`src/hdl/u2a_pkg.sv`:
```
// shared constants, types and helpers of the unsigned to ascii converter
package u2a_pkg;

  // input field widths
  localparam int VALUE_IN_W = 64;
  localparam int OPCODE_W   = 2;
  localparam int SIZE_W     = 2;
  localparam int CHAR_W     = 8;

  // significant bits of the incoming value
  localparam int VALUE_WIDTH = 64;

  // digit counts for the three radixes
  localparam int HEX_DIGITS = (VALUE_WIDTH + 3) / 4;
  localparam int OCT_DIGITS = (VALUE_WIDTH + 2) / 3;
  localparam int DEC_DIGITS = (VALUE_WIDTH * 30103) / 100000 + 1;
  localparam int MAX_DIGITS = (OCT_DIGITS > DEC_DIGITS) ? OCT_DIGITS : DEC_DIGITS;

  // digit shift register, left aligned, also holds the bcd result
  localparam int SH_W      = 4 * DEC_DIGITS;
  localparam int HEX_SHIFT = SH_W - 4 * HEX_DIGITS;
  localparam int OCT_SHIFT = SH_W - 3 * OCT_DIGITS;

  // double dabble consumes four value bits per cycle
  localparam int DD_CYCLES = HEX_DIGITS;
  localparam int BIN_W     = 4 * DD_CYCLES;

  localparam int CNT_W = $clog2(MAX_DIGITS + 1);
  localparam int DD_W  = $clog2(DD_CYCLES + 1);

  // radix codes
  localparam logic [OPCODE_W-1:0] OP_DEC    = 2'd0;
  localparam logic [OPCODE_W-1:0] OP_OCT    = 2'd1;
  localparam logic [OPCODE_W-1:0] OP_HEX_LO = 2'd2;
  localparam logic [OPCODE_W-1:0] OP_HEX_UP = 2'd3;

  // size truncation codes, the unused code acts as 32 bits
  localparam logic [SIZE_W-1:0] SZ_32 = 2'd0;
  localparam logic [SIZE_W-1:0] SZ_64 = 2'd1;
  localparam logic [SIZE_W-1:0] SZ_16 = 2'd2;

  localparam logic [CHAR_W-1:0] CH_ZERO  = 8'h30;
  localparam logic [CHAR_W-1:0] CH_LO_A  = 8'h61;
  localparam logic [CHAR_W-1:0] CH_UP_A  = 8'h41;
  localparam logic [CHAR_W-1:0] CH_LO_X  = 8'h78;
  localparam logic [CHAR_W-1:0] CH_UP_X  = 8'h58;

  typedef struct packed {
    logic load;
    logic dd_step;
    logic put_pre0;
    logic put_prex;
    logic scan_step;
  } u2a_cmd_t;

  typedef struct packed {
    logic is_dec;
    logic is_hex;
    logic dd_done;
    logic prefix_en;
    logic scan_emit;
    logic scan_last;
    logic out_free;
  } u2a_sts_t;

  function automatic logic [CHAR_W-1:0] digit_ascii(input logic [3:0] dig,
                                                     input logic upper);
    logic [CHAR_W-1:0] base;
    if (dig < 4'd10) begin
      digit_ascii = CH_ZERO + CHAR_W'(dig);
    end else begin
      base        = upper ? CH_UP_A : CH_LO_A;
      digit_ascii = base + CHAR_W'(dig - 4'd10);
    end
  endfunction

endpackage

```
`src/hdl/u2a_in_if.sv`:
```
// input channel: number, radix, alternate form and size selector
interface u2a_in_if import u2a_pkg::*; ();
  logic                  valid;
  logic                  ready;
  logic [VALUE_IN_W-1:0] value;
  logic [OPCODE_W-1:0]   opcode;
  logic                  alternate_form;
  logic [SIZE_W-1:0]     size_mode;

  modport source (output valid, value, opcode, alternate_form, size_mode, input ready);
  modport sink   (input valid, value, opcode, alternate_form, size_mode, output ready);
endinterface

```
`src/hdl/u2a_out_if.sv`:
```
// result channel: one ascii character per item
interface u2a_out_if import u2a_pkg::*; ();
  logic              valid;
  logic              ready;
  logic [CHAR_W-1:0] digit_char;
  logic              last;

  modport source (output valid, digit_char, last, input ready);
  modport sink   (input valid, digit_char, last, output ready);
endinterface

```
`src/hdl/u2a_ctrl.sv`:
```
// controller state machine of the unsigned to ascii converter
module u2a_ctrl import u2a_pkg::*; (
  input  logic     clk,
  input  logic     rst_n,
  input  logic     in_valid,
  output logic     in_ready,
  input  u2a_sts_t sts,
  output u2a_cmd_t cmd
);

  typedef enum logic [4:0] {
    ST_IDLE = 5'b00001,
    ST_CONV = 5'b00010,
    ST_PRE0 = 5'b00100,
    ST_PREX = 5'b01000,
    ST_SCAN = 5'b10000
  } state_t;

  state_t state_r;
  state_t state_nxt;

  always_ff @(posedge clk) begin
    if (!rst_n) begin
      state_r <= ST_IDLE;
    end else begin
      state_r <= state_nxt;
    end
  end

  assign in_ready = (state_r == ST_IDLE);

  always_comb begin
    state_nxt = state_r;
    cmd       = '0;
    unique case (state_r)
      ST_IDLE: begin
        if (in_valid) begin
          cmd.load  = 1'b1;
          state_nxt = ST_CONV;
        end
      end
      ST_CONV: begin
        if (sts.is_dec && !sts.dd_done) begin
          cmd.dd_step = 1'b1;
        end else if (sts.prefix_en) begin
          state_nxt = ST_PRE0;
        end else begin
          state_nxt = ST_SCAN;
        end
      end
      ST_PRE0: begin
        if (sts.out_free) begin
          cmd.put_pre0 = 1'b1;
          state_nxt    = sts.is_hex ? ST_PREX : ST_SCAN;
        end
      end
      ST_PREX: begin
        if (sts.out_free) begin
          cmd.put_prex = 1'b1;
          state_nxt    = ST_SCAN;
        end
      end
      ST_SCAN: begin
        // leading zeros are dropped without waiting on the output
        if (!sts.scan_emit || sts.out_free) begin
          cmd.scan_step = 1'b1;
          if (sts.scan_last) begin
            state_nxt = ST_IDLE;
          end
        end
      end
      default: begin
        state_nxt = ST_IDLE;
      end
    endcase
  end

endmodule

```
`src/hdl/u2a_dp.sv`:
```
// datapath: truncation, double dabble, digit shifter and output register
module u2a_dp import u2a_pkg::*; (
  input  logic                  clk,
  input  logic                  rst_n,
  input  u2a_cmd_t              cmd,
  input  logic [VALUE_IN_W-1:0] in_value,
  input  logic [OPCODE_W-1:0]   in_opcode,
  input  logic                  in_alternate_form,
  input  logic [SIZE_W-1:0]     in_size_mode,
  input  logic                  out_ready,
  output logic                  out_valid,
  output logic [CHAR_W-1:0]     out_digit_char,
  output logic                  out_last,
  output u2a_sts_t              sts
);

  localparam logic [VALUE_WIDTH-1:0] MASK_16 = VALUE_WIDTH'(64'h0000_0000_0000_FFFF);
  localparam logic [VALUE_WIDTH-1:0] MASK_32 = VALUE_WIDTH'(64'h0000_0000_FFFF_FFFF);

  logic [OPCODE_W-1:0] op_r, op_nxt;
  logic                prefix_r, prefix_nxt;
  logic [BIN_W-1:0]    bin_r, bin_nxt;
  logic [SH_W-1:0]     sh_r, sh_nxt;
  logic [CNT_W-1:0]    cnt_r, cnt_nxt;
  logic                seen_r, seen_nxt;
  logic [DD_W-1:0]     dd_cnt_r, dd_cnt_nxt;
  logic                out_valid_r, out_valid_nxt;
  logic [CHAR_W-1:0]   out_char_r, out_char_nxt;
  logic                out_last_r, out_last_nxt;

  logic [VALUE_WIDTH-1:0] orig;
  logic [VALUE_WIDTH-1:0] trunc;
  logic [SH_W-1:0]        sh_load;
  logic [CNT_W-1:0]       cnt_load;
  logic [SH_W-1:0]        bcd_v;
  logic [BIN_W-1:0]       bin_v;
  logic                   is_oct;
  logic [3:0]             dig;
  logic                   load_out;

  // size truncation of the incoming number
  assign orig = in_value[VALUE_WIDTH-1:0];

  always_comb begin
    case (in_size_mode)
      SZ_64:   trunc = orig;
      SZ_16:   trunc = orig & MASK_16;
      default: trunc = orig & MASK_32;
    endcase
  end

  // left aligned digit image, bcd starts empty
  always_comb begin
    case (in_opcode)
      OP_DEC: begin
        sh_load  = '0;
        cnt_load = CNT_W'(DEC_DIGITS);
      end
      OP_OCT: begin
        sh_load  = SH_W'(trunc) << OCT_SHIFT;
        cnt_load = CNT_W'(OCT_DIGITS);
      end
      default: begin
        sh_load  = SH_W'(trunc) << HEX_SHIFT;
        cnt_load = CNT_W'(HEX_DIGITS);
      end
    endcase
  end

  // four double dabble iterations
  always_comb begin
    bcd_v = sh_r;
    bin_v = bin_r;
    for (int s = 0; s < 4; s++) begin
      for (int d = 0; d < DEC_DIGITS; d++) begin
        if (bcd_v[4*d +: 4] >= 4'd5) begin
          bcd_v[4*d +: 4] = bcd_v[4*d +: 4] + 4'd3;
        end
      end
      {bcd_v, bin_v} = {bcd_v[SH_W-2:0], bin_v, 1'b0};
    end
  end

  assign is_oct = (op_r == OP_OCT);
  assign dig    = is_oct ? {1'b0, sh_r[SH_W-1 -: 3]} : sh_r[SH_W-1 -: 4];

  assign sts.is_dec    = (op_r == OP_DEC);
  assign sts.is_hex    = (op_r == OP_HEX_LO) || (op_r == OP_HEX_UP);
  assign sts.dd_done   = (dd_cnt_r == '0);
  assign sts.prefix_en = prefix_r;
  assign sts.scan_last = (cnt_r == CNT_W'(1));
  assign sts.scan_emit = (dig != 4'd0) || seen_r || sts.scan_last;
  assign sts.out_free  = !out_valid_r || out_ready;

  assign load_out = cmd.put_pre0 || cmd.put_prex || (cmd.scan_step && sts.scan_emit);

  always_comb begin
    op_nxt     = op_r;
    prefix_nxt = prefix_r;
    bin_nxt    = bin_r;
    sh_nxt     = sh_r;
    cnt_nxt    = cnt_r;
    seen_nxt   = seen_r;
    dd_cnt_nxt = dd_cnt_r;
    if (cmd.load) begin
      op_nxt     = in_opcode;
      prefix_nxt = in_alternate_form && (orig != '0) && (in_opcode != OP_DEC);
      bin_nxt    = BIN_W'(trunc);
      sh_nxt     = sh_load;
      cnt_nxt    = cnt_load;
      seen_nxt   = 1'b0;
      dd_cnt_nxt = DD_W'(DD_CYCLES);
    end else if (cmd.dd_step) begin
      bin_nxt    = bin_v;
      sh_nxt     = bcd_v;
      dd_cnt_nxt = dd_cnt_r - DD_W'(1);
    end else if (cmd.scan_step) begin
      sh_nxt   = is_oct ? (sh_r << 3) : (sh_r << 4);
      cnt_nxt  = cnt_r - CNT_W'(1);
      seen_nxt = seen_r || (dig != 4'd0);
    end
  end

  // output register
  always_comb begin
    out_valid_nxt = out_valid_r;
    out_char_nxt  = out_char_r;
    out_last_nxt  = out_last_r;
    if (load_out) begin
      out_valid_nxt = 1'b1;
      out_last_nxt  = cmd.scan_step && sts.scan_last;
      if (cmd.put_pre0) begin
        out_char_nxt = CH_ZERO;
      end else if (cmd.put_prex) begin
        out_char_nxt = (op_r == OP_HEX_UP) ? CH_UP_X : CH_LO_X;
      end else begin
        out_char_nxt = digit_ascii(dig, op_r == OP_HEX_UP);
      end
    end else if (out_ready) begin
      out_valid_nxt = 1'b0;
    end
  end

  always_ff @(posedge clk) begin
    if (!rst_n) begin
      out_valid_r <= 1'b0;
      dd_cnt_r    <= '0;
      cnt_r       <= '0;
      seen_r      <= 1'b0;
      prefix_r    <= 1'b0;
      op_r        <= OP_DEC;
    end else begin
      out_valid_r <= out_valid_nxt;
      dd_cnt_r    <= dd_cnt_nxt;
      cnt_r       <= cnt_nxt;
      seen_r      <= seen_nxt;
      prefix_r    <= prefix_nxt;
      op_r        <= op_nxt;
    end
  end

  always_ff @(posedge clk) begin
    bin_r      <= bin_nxt;
    sh_r       <= sh_nxt;
    out_char_r <= out_char_nxt;
    out_last_r <= out_last_nxt;
  end

  assign out_valid      = out_valid_r;
  assign out_digit_char = out_char_r;
  assign out_last       = out_last_r;

endmodule

```
`src/hdl/unsigned_to_ascii_radix.sv`:
```
// top level of the unsigned to ascii converter
// usage:
//   in_chan carries one number per item: value, opcode (decimal, octal,
//   lower hex, upper hex), alternate_form and size_mode (32, 64 or 16 bits)
//   out_chan returns the ascii characters of that number, most significant
//   first, one per item, with last set on the final character
//   in alternate form octal gets a leading 0 and hex a leading 0x or 0X,
//   decided on the value before size truncation
// throughput:
//   one number is worked on at a time; the digit shifter emits one digit
//   position per cycle, leading zeros included, unless a digit waits on a
//   stalled out_chan, and decimal first runs double dabble on four value
//   bits per cycle
//   the next number is taken while the final character still waits
//   in the output register
// reset and stall:
//   rst_n is synchronous and active low; it drops any number in flight
//   and empties the output register
//   when out_chan stalls, the character is held and the conversion waits
//   on it; in_chan stays not ready until the number has been issued
module unsigned_to_ascii_radix import u2a_pkg::*; (
  input logic       clk,
  input logic       rst_n,
  u2a_in_if.sink    in_chan,
  u2a_out_if.source out_chan
);

  u2a_cmd_t cmd;
  u2a_sts_t sts;
  logic     in_ready;

  // sequencing of load, conversion, prefix and digit scan
  u2a_ctrl u_ctrl (
    .clk      (clk),
    .rst_n    (rst_n),
    .in_valid (in_chan.valid),
    .in_ready (in_ready),
    .sts      (sts),
    .cmd      (cmd)
  );

  // number registers, bcd conversion and character output register
  u2a_dp u_dp (
    .clk               (clk),
    .rst_n             (rst_n),
    .cmd               (cmd),
    .in_value          (in_chan.value),
    .in_opcode         (in_chan.opcode),
    .in_alternate_form (in_chan.alternate_form),
    .in_size_mode      (in_chan.size_mode),
    .out_ready         (out_chan.ready),
    .out_valid         (out_chan.valid),
    .out_digit_char    (out_chan.digit_char),
    .out_last          (out_chan.last),
    .sts               (sts)
  );

  assign in_chan.ready = in_ready;

`ifndef ASSERT_OFF
  // an accepted number closes the input in the cycle after it is taken
  a_busy_after_accept: assert property (@(posedge clk) disable iff (!rst_n)
    in_chan.valid && in_ready |=> !in_chan.ready)
    else $error("input ready right after an accepted item");

  // a prefix character only when the prefix was requested
  a_prefix_only_enabled: assert property (@(posedge clk) disable iff (!rst_n)
    (cmd.put_pre0 || cmd.put_prex) |-> sts.prefix_en)
    else $error("prefix issued without alternate form");

  // the final digit goes out flagged and frees the input
  a_last_digit: assert property (@(posedge clk) disable iff (!rst_n)
    cmd.scan_step && sts.scan_last |=> in_chan.ready && out_chan.valid && out_chan.last)
    else $error("final digit not issued with last");
`endif

endmodule

```
`src/flat_wrapper.sv`:
```
// flat-port wrapper written by rule: the top's interface ports become plain ports
module unsigned_to_ascii_radix_flat import u2a_pkg::*;
  (clk, rst_n, in_chan_valid, in_chan_value, in_chan_opcode, in_chan_alternate_form, in_chan_size_mode, in_chan_ready, out_chan_valid, out_chan_digit_char, out_chan_last, out_chan_ready);
  u2a_in_if in_chan_i ();
  u2a_out_if out_chan_i ();
  input logic clk;
  input logic rst_n;
  input wire logic [$bits(in_chan_i.valid)-1:0] in_chan_valid;
  input wire logic [$bits(in_chan_i.value)-1:0] in_chan_value;
  input wire logic [$bits(in_chan_i.opcode)-1:0] in_chan_opcode;
  input wire logic [$bits(in_chan_i.alternate_form)-1:0] in_chan_alternate_form;
  input wire logic [$bits(in_chan_i.size_mode)-1:0] in_chan_size_mode;
  output wire logic [$bits(in_chan_i.ready)-1:0] in_chan_ready;
  output wire logic [$bits(out_chan_i.valid)-1:0] out_chan_valid;
  output wire logic [$bits(out_chan_i.digit_char)-1:0] out_chan_digit_char;
  output wire logic [$bits(out_chan_i.last)-1:0] out_chan_last;
  input wire logic [$bits(out_chan_i.ready)-1:0] out_chan_ready;
  assign in_chan_i.valid = in_chan_valid;
  assign in_chan_i.value = in_chan_value;
  assign in_chan_i.opcode = in_chan_opcode;
  assign in_chan_i.alternate_form = in_chan_alternate_form;
  assign in_chan_i.size_mode = in_chan_size_mode;
  assign in_chan_ready = in_chan_i.ready;
  assign out_chan_valid = out_chan_i.valid;
  assign out_chan_digit_char = out_chan_i.digit_char;
  assign out_chan_last = out_chan_i.last;
  assign out_chan_i.ready = out_chan_ready;
  unsigned_to_ascii_radix u_core (.clk(clk), .rst_n(rst_n), .in_chan(in_chan_i), .out_chan(out_chan_i));
endmodule
```
`config.mk`:
```
export PLATFORM = sky130hd
export DESIGN_NAME = unsigned_to_ascii_radix_flat
export DESIGN_NICKNAME = d
export VERILOG_FILES = /design/src/hdl/u2a_pkg.sv /design/src/hdl/u2a_in_if.sv /design/src/hdl/u2a_out_if.sv /design/src/hdl/u2a_ctrl.sv /design/src/hdl/u2a_dp.sv /design/src/hdl/unsigned_to_ascii_radix.sv /design/src/flat_wrapper.sv
export SDC_FILE = /design/constraint.sdc
export NUM_CORES = 1
export LEC_CHECK = 0
export ABC_AREA = 1
export CAP_MARGIN = 10
export CORE_UTILIZATION = 45
export CTS_BUF_LIST = sky130_fd_sc_hd__clkbuf_2
export CTS_CLUSTER_SIZE = 8
export DETAILED_ROUTE_END_ITERATION = 12
export DONT_BUFFER_PORTS = 1
export HOLD_SLACK_MARGIN = 0.03
export MAX_ROUTING_LAYER = met4
export SYNTH_ARGS = -nofsm -noshare
export SYNTH_HDL_FRONTEND = slang
export SYNTH_HIERARCHICAL = 1
export SYNTH_SLANG_ARGS = --single-unit
```
`constraint.sdc`:
```
create_clock -name clk -period 5 [get_ports clk]
set_clock_uncertainty 0.2 [all_clocks]
set_input_delay 0.25 -clock clk [delete_from_list [all_inputs] [get_ports clk]]
set_output_delay 0.25 -clock clk [all_outputs]
set_load 0.1 [all_outputs]
```
-- Word level (Yosys, flattened, before mapping)
Index checks and enable logic that the tools add are counted.
- multiplexer cells: 119
- add/sub/neg operators: 85
- equal/unequal tests: 19
- bitwise logic cells: 2
- order comparisons: 81
- reductions and logical operators: 29
- operator list (kind ; number):
    $ge A4 B3 Y1 const B ; 80
    $mux W80 ; 4
    $mux W4 ; 77
    $add A4 B2 Y4 const B ; 76
    $pmux W80 S2 ; 1
    $mux W64 ; 2
    $pmux W64 S2 ; 1
    $mux W5 ; 13
    $reduce_bool A64 Y1 ; 1
    $pmux W5 S5 ; 1
    $mux W8 ; 2
    $add A3 B2 Y3 const B ; 4
    $mux W3 ; 4
    $mux W6 ; 2
    $ne A2 B2 Y1 const B ; 6
    $mux W1 ; 11
    $eq A5 B1 Y1 const B ; 2
    $sub A5 B1 Y5 const B ; 2
    $add A7 B8 Y8 ; 1
    $reduce_bool A2 Y1 ; 4
    $add A6 B4 Y7 const A ; 1
    $logic_or A1 B1 Y1 ; 7
    $eq A2 B1 Y1 const B ; 3
    $eq A2 B2 Y1 const B ; 3
    18 further kinds ; 27
- word-level logic and storage cells: 347
- output and inout port bits: 11
- bits in registers: 173

-- Longest topological paths before layout
- depth in word-level cells: 12
- mapped depth: 29
- depth with buffers taken out: 29

-- Hierarchy
Netlist, hierarchy kept.
- by module, submodules not included (module ; times used ; area an instance (µm²) ; seq. area each (µm²) ; cells each):
    u2a_dp ; 1 ; 17528.1 ; 4894.7 ; 2595
    u2a_ctrl ; 1 ; 437.9 ; 100.1 ; 69

-- Worst setup path after synthesis
No wires, ideal clock.
- kind: reg-to-reg
- from: reg u_core.u_dp.op_r[0]
- to: reg u_core.u_dp.sh_r[0], enable pin
- library setup time: 0.440 ns
- arrival time: 3.511 ns
- slack: 0.849 ns
- stages on the path, launching flop included: 17
- clock period less this slack: 4.151 ns
- cells stage by stage: dfxtp_1 > inv_1 > nor2_1 > inv_1 > clkbuf_1 > nand2_1 > o21ai_0 > inv_1 > ha_1 > nand3_1 > nor2_1 > nand2_1 > inv_1 > nor2_1 > nor2_1 > inv_1 > nand2_1
- RTL lines (what ; RTL line ; source):
    from (decl) ; u2a_dp.sv:20 ; logic [OPCODE_W-1:0] op_r, op_nxt;
    from (signal assigned) ; u2a_dp.sv:158 ; op_r <= op_nxt;
    to (signal assigned) ; u2a_dp.sv:164 ; sh_r <= sh_nxt;
    to (decl) ; u2a_dp.sv:23 ; logic [SH_W-1:0] sh_r, sh_nxt;

-- Worst setup path after layout
- from: reg u_core.u_dp.sh_r[20]
- to: reg u_core.u_dp.sh_r[26] (data pin)
- longest elaborated chain between the ends: 10
- elaborated cells between the ends (all ways): 20
- classes of those cells: 6 x add/sub; 6 x order compare; 8 x mux
- RTL lines (what ; RTL line ; source):
    $add A4 B2 Y4 or $ge A4 B3 Y1 (tied branches) ; u2a_dp.sv:77, u2a_dp.sv:76 ;
    $mux W4 (*) ; u2a_dp.sv:76 ; if (bcd_v[4*d +: 4] >= 4'd5) begin
    $add A4 B2 Y4 or $ge A4 B3 Y1 (tied branches) ; u2a_dp.sv:77, u2a_dp.sv:76 ;
    $mux W4 ; u2a_dp.sv:76 ;
    $add A4 B2 Y4 or $ge A4 B3 Y1 (tied branches) ; u2a_dp.sv:77, u2a_dp.sv:76 ;
    $mux W4 ; u2a_dp.sv:76 ;
    $add A4 B2 Y4 or $ge A4 B3 Y1 (tied branches) ; u2a_dp.sv:77, u2a_dp.sv:76 ;
    $mux W4 (*) ; u2a_dp.sv:76 ;
    $mux W80 (*) ; u2a_dp.sv:113 ; end else if (cmd.dd_step) begin
    $mux W80 (*) ; u2a_dp.sv:105 ; if (cmd.load) begin
    via u_core.u_dp.sh_nxt[26] ; u2a_dp.sv:23 ;
The timed path passes the listed nets; every way through them passes the cells marked *.
A chain may end at the register's enable or synchronous reset.

==> run metrics <==
status=complete, no violations; First DRT Iteration DRCs=1312; startpoint class of the critical path=register; Total GRT Usage=around a quarter; mapped cell area=18000 µm²; Net Count, Synth=2838; number of I/O pins=84; vias in the first global route=17057; number of I/O port buffers=0; period utilization=83.0%; first-pass GRT wire length=85300 µm; Area Overhead vs Synth=12.1%; Syn. warnings=6; Data required, critical path=about 5.4 ns; clk_lat worst skew=0.86 ns; worst-margin pin slew=1.07 ns; setup bufs post-CTS=0; total negative slack=0 ns; Vias=18117; largest net degree at the start of global routing=100; cts repair resizes=0; asr flop ratio synth=0%; Detailed Route WL=52700 µm; Vias/cell=5.49; first drt pass iteration count=7; die area=40700 µm²; crit path kind=register to register; hold buffers post-CTS=between 100 and 150; CTS Buffer Depth=2; Post-Syn Instances=2664; max-slew violation count=0; CP Capture Type=register; Hold Vio Cnt, Final=0; Clock transition at path regs=~0.30 ns; starting density of the core=a little under half; Reg2Reg Depth=26; Final Wtd Congestion=0.894; max cap viols=0; Final setup viols=0; Worst EP arrival=4.59 ns; clk sink count=approximately 170; Root Buffer=clkbuf_2; Max transition margin=28.8%; Seq/Total Area, Yosys=between 20% and 30%; # rows=72; Die Ht=202 µm; Peak Freq=0.241 GHz; initial antenna violation count=2; Synth Flop Type=edfxtp_1; DRC Markers=0; most common cell after layout, fill and taps aside=nand2_1; Core Region=39000 µm²; Synth cell types=53; largest fanout on the critical path=4; CTS tree=done; unrepaired setup endpoints after global routing=no; Final Critical Period=4.15 ns; number of synthesized flops with an enable pin=153; Avg Cell Area, Syn=6.74 µm²; commonest non-fill, non-tap cells in the layout=nand2_1 (799), inv_1 (339), nand3_1 (197); Tightest Hold Check Type=input pin to register; fin nets=between 2000 and 3000; CTS Buf Count=17; Hold Path Depth=3; Post-DP HPWL=37600 µm; Detail Route Antenna Nets=0; fillcell total=3818; share of cells above drive strength 1=12.7%; CTS H-tree depth=4; Synth Register Bits=173; global route overflow=0; Die Width=202 µm; DR WL/cell=roughly 16 µm
==> registers in the layout (all words and copies together), names as in the netlist <==
register                    flops
u_core/u_ctrl/state_r           5
u_core/u_dp/bin_r              64
u_core/u_dp/cnt_r               5
u_core/u_dp/dd_cnt_r            5
u_core/u_dp/op_r                2
u_core/u_dp/out_digit_char      8
u_core/u_dp/out_last            1
u_core/u_dp/out_valid           1
u_core/u_dp/prefix_r            1
u_core/u_dp/seen_r              1
u_core/u_dp/sh_r               80
==> cell families after synthesis <==
family	after synthesis	share of synthesized area, %
simple gates	1480	39.8
fa+ha+maj	101	7.03
flops	173	27.8
buf+inv	432	9.10
compound gates	459	14.9
xor+xnor	19	1.37
==> metrics by stage <==
step                cells  hold slack [ns]  cell area [µm²]  worst slack (ns)  util (%)
floorplan            2664            0.134            18000             0.849         -
global placement     3131            0.144            18500              1.21      47.5
detailed placement   3131            0.141            18500              1.09      47.5
CTS                  3298           0.0311            20100             0.934      51.5
global route         3302           0.0316            20100             0.520      51.6
finish               3302            0.109            20100             0.852      51.6
==> critical path, stage by stage, from the launching register on <==
cell and delay (ns):
edfxtp_1 0.51, inv_1 0.14, ha_1 0.17, inv_1 0.04, nand2_1 0.13, nand3_2 0.11, nand3_1 0.18, inv_1 0.08
ha_1 0.19, nand3_1 0.08, nand2_1 0.06, inv_1 0.10, nand3_1 0.11, nand2_1 0.08, inv_1 0.06, ha_1 0.20
nand3_1 0.12, nand3_2 0.11, o21ai_2 0.16, nand2_2 0.10, nand2_1 0.10, nand3_1 0.08, nand3_1 0.08, nand2_1 0.09
nand2_1 0.07, nand2_1 0.05, dlygate4sd3_1 0.55
==> routing by layer <==
| metal | track usage (%) | wire (µm) | vias up |
|---|---|---|---|
| met4 | 6.74 | 904 | 0 |
| met5 | - | 0 | - |
| met1 | 34.5 | 23700 | 8394 |
| li1 | - | - | 9129 |
| met2 | 43.8 | 24800 | 540 |
| met3 | 3.45 | 3340 | 54 |
==> final cells by class <==
| cell class | count | area [µm²] | share of cell area (%) |
|---|---|---|---|
| clock inverter | 15 | 138 | 0.684 |
| inverter | 364 | 1370 | 6.81 |
| sequential | 173 | 4990 | 24.8 |
| tap | 518 | 648 | 3.22 |
| multi-input combinational | 2059 | 11400 | 56.5 |
| antenna | 2 | 5.00 | 0.0249 |
| clock buffer | 17 | 85.1 | 0.423 |
| timing repair buffer | 154 | 1520 | 7.57 |
==> Yosys cell counts, drive strengths merged, types with 8 or more instances <==
master	count	area share, %
buf	14	0.37
nand3	267	9.6
and2	17	0.62
o22ai	44	1.5
nor4	17	0.59
o211ai	18	0.75
inv	362	7.6
o21ai	206	6.4
nand4	87	3.1
ha	101	7.0
clkbuf	54	1.1
a21oi	136	3.9
a21o	18	0.76
xor2	14	1.0
edfxtp	153	26
nor2	121	2.7
o21bai	8	0.33
a31oi	13	0.45
dfxtp	20	2.2
nand2	950	22
nand3b	12	0.50
==> path summary, 6_finish.rpt <==
kind | slack (ns) | start | to
hold / removal | 0.11 | in_chan_value[48] | u_core/u_dp/bin_r[48]$_DFFE_PP_
setup reg to reg | 0.85 | u_core/u_dp/sh_r[20]$_DFFE_PP_ | u_core/u_dp/sh_r[26]$_DFFE_PP_
setup / recovery | 0.85 | u_core/u_dp/sh_r[20]$_DFFE_PP_ | u_core/u_dp/sh_r[26]$_DFFE_PP_
hold reg to reg | 0.29 | u_core/u_dp/seen_r$_SDFFE_PP0P_ | u_core/u_dp/seen_r$_SDFFE_PP0P_
Power is left out: the tool's default activity adds up to more than one toggle a clock period on the data nets, which glitch-free logic cannot reach.
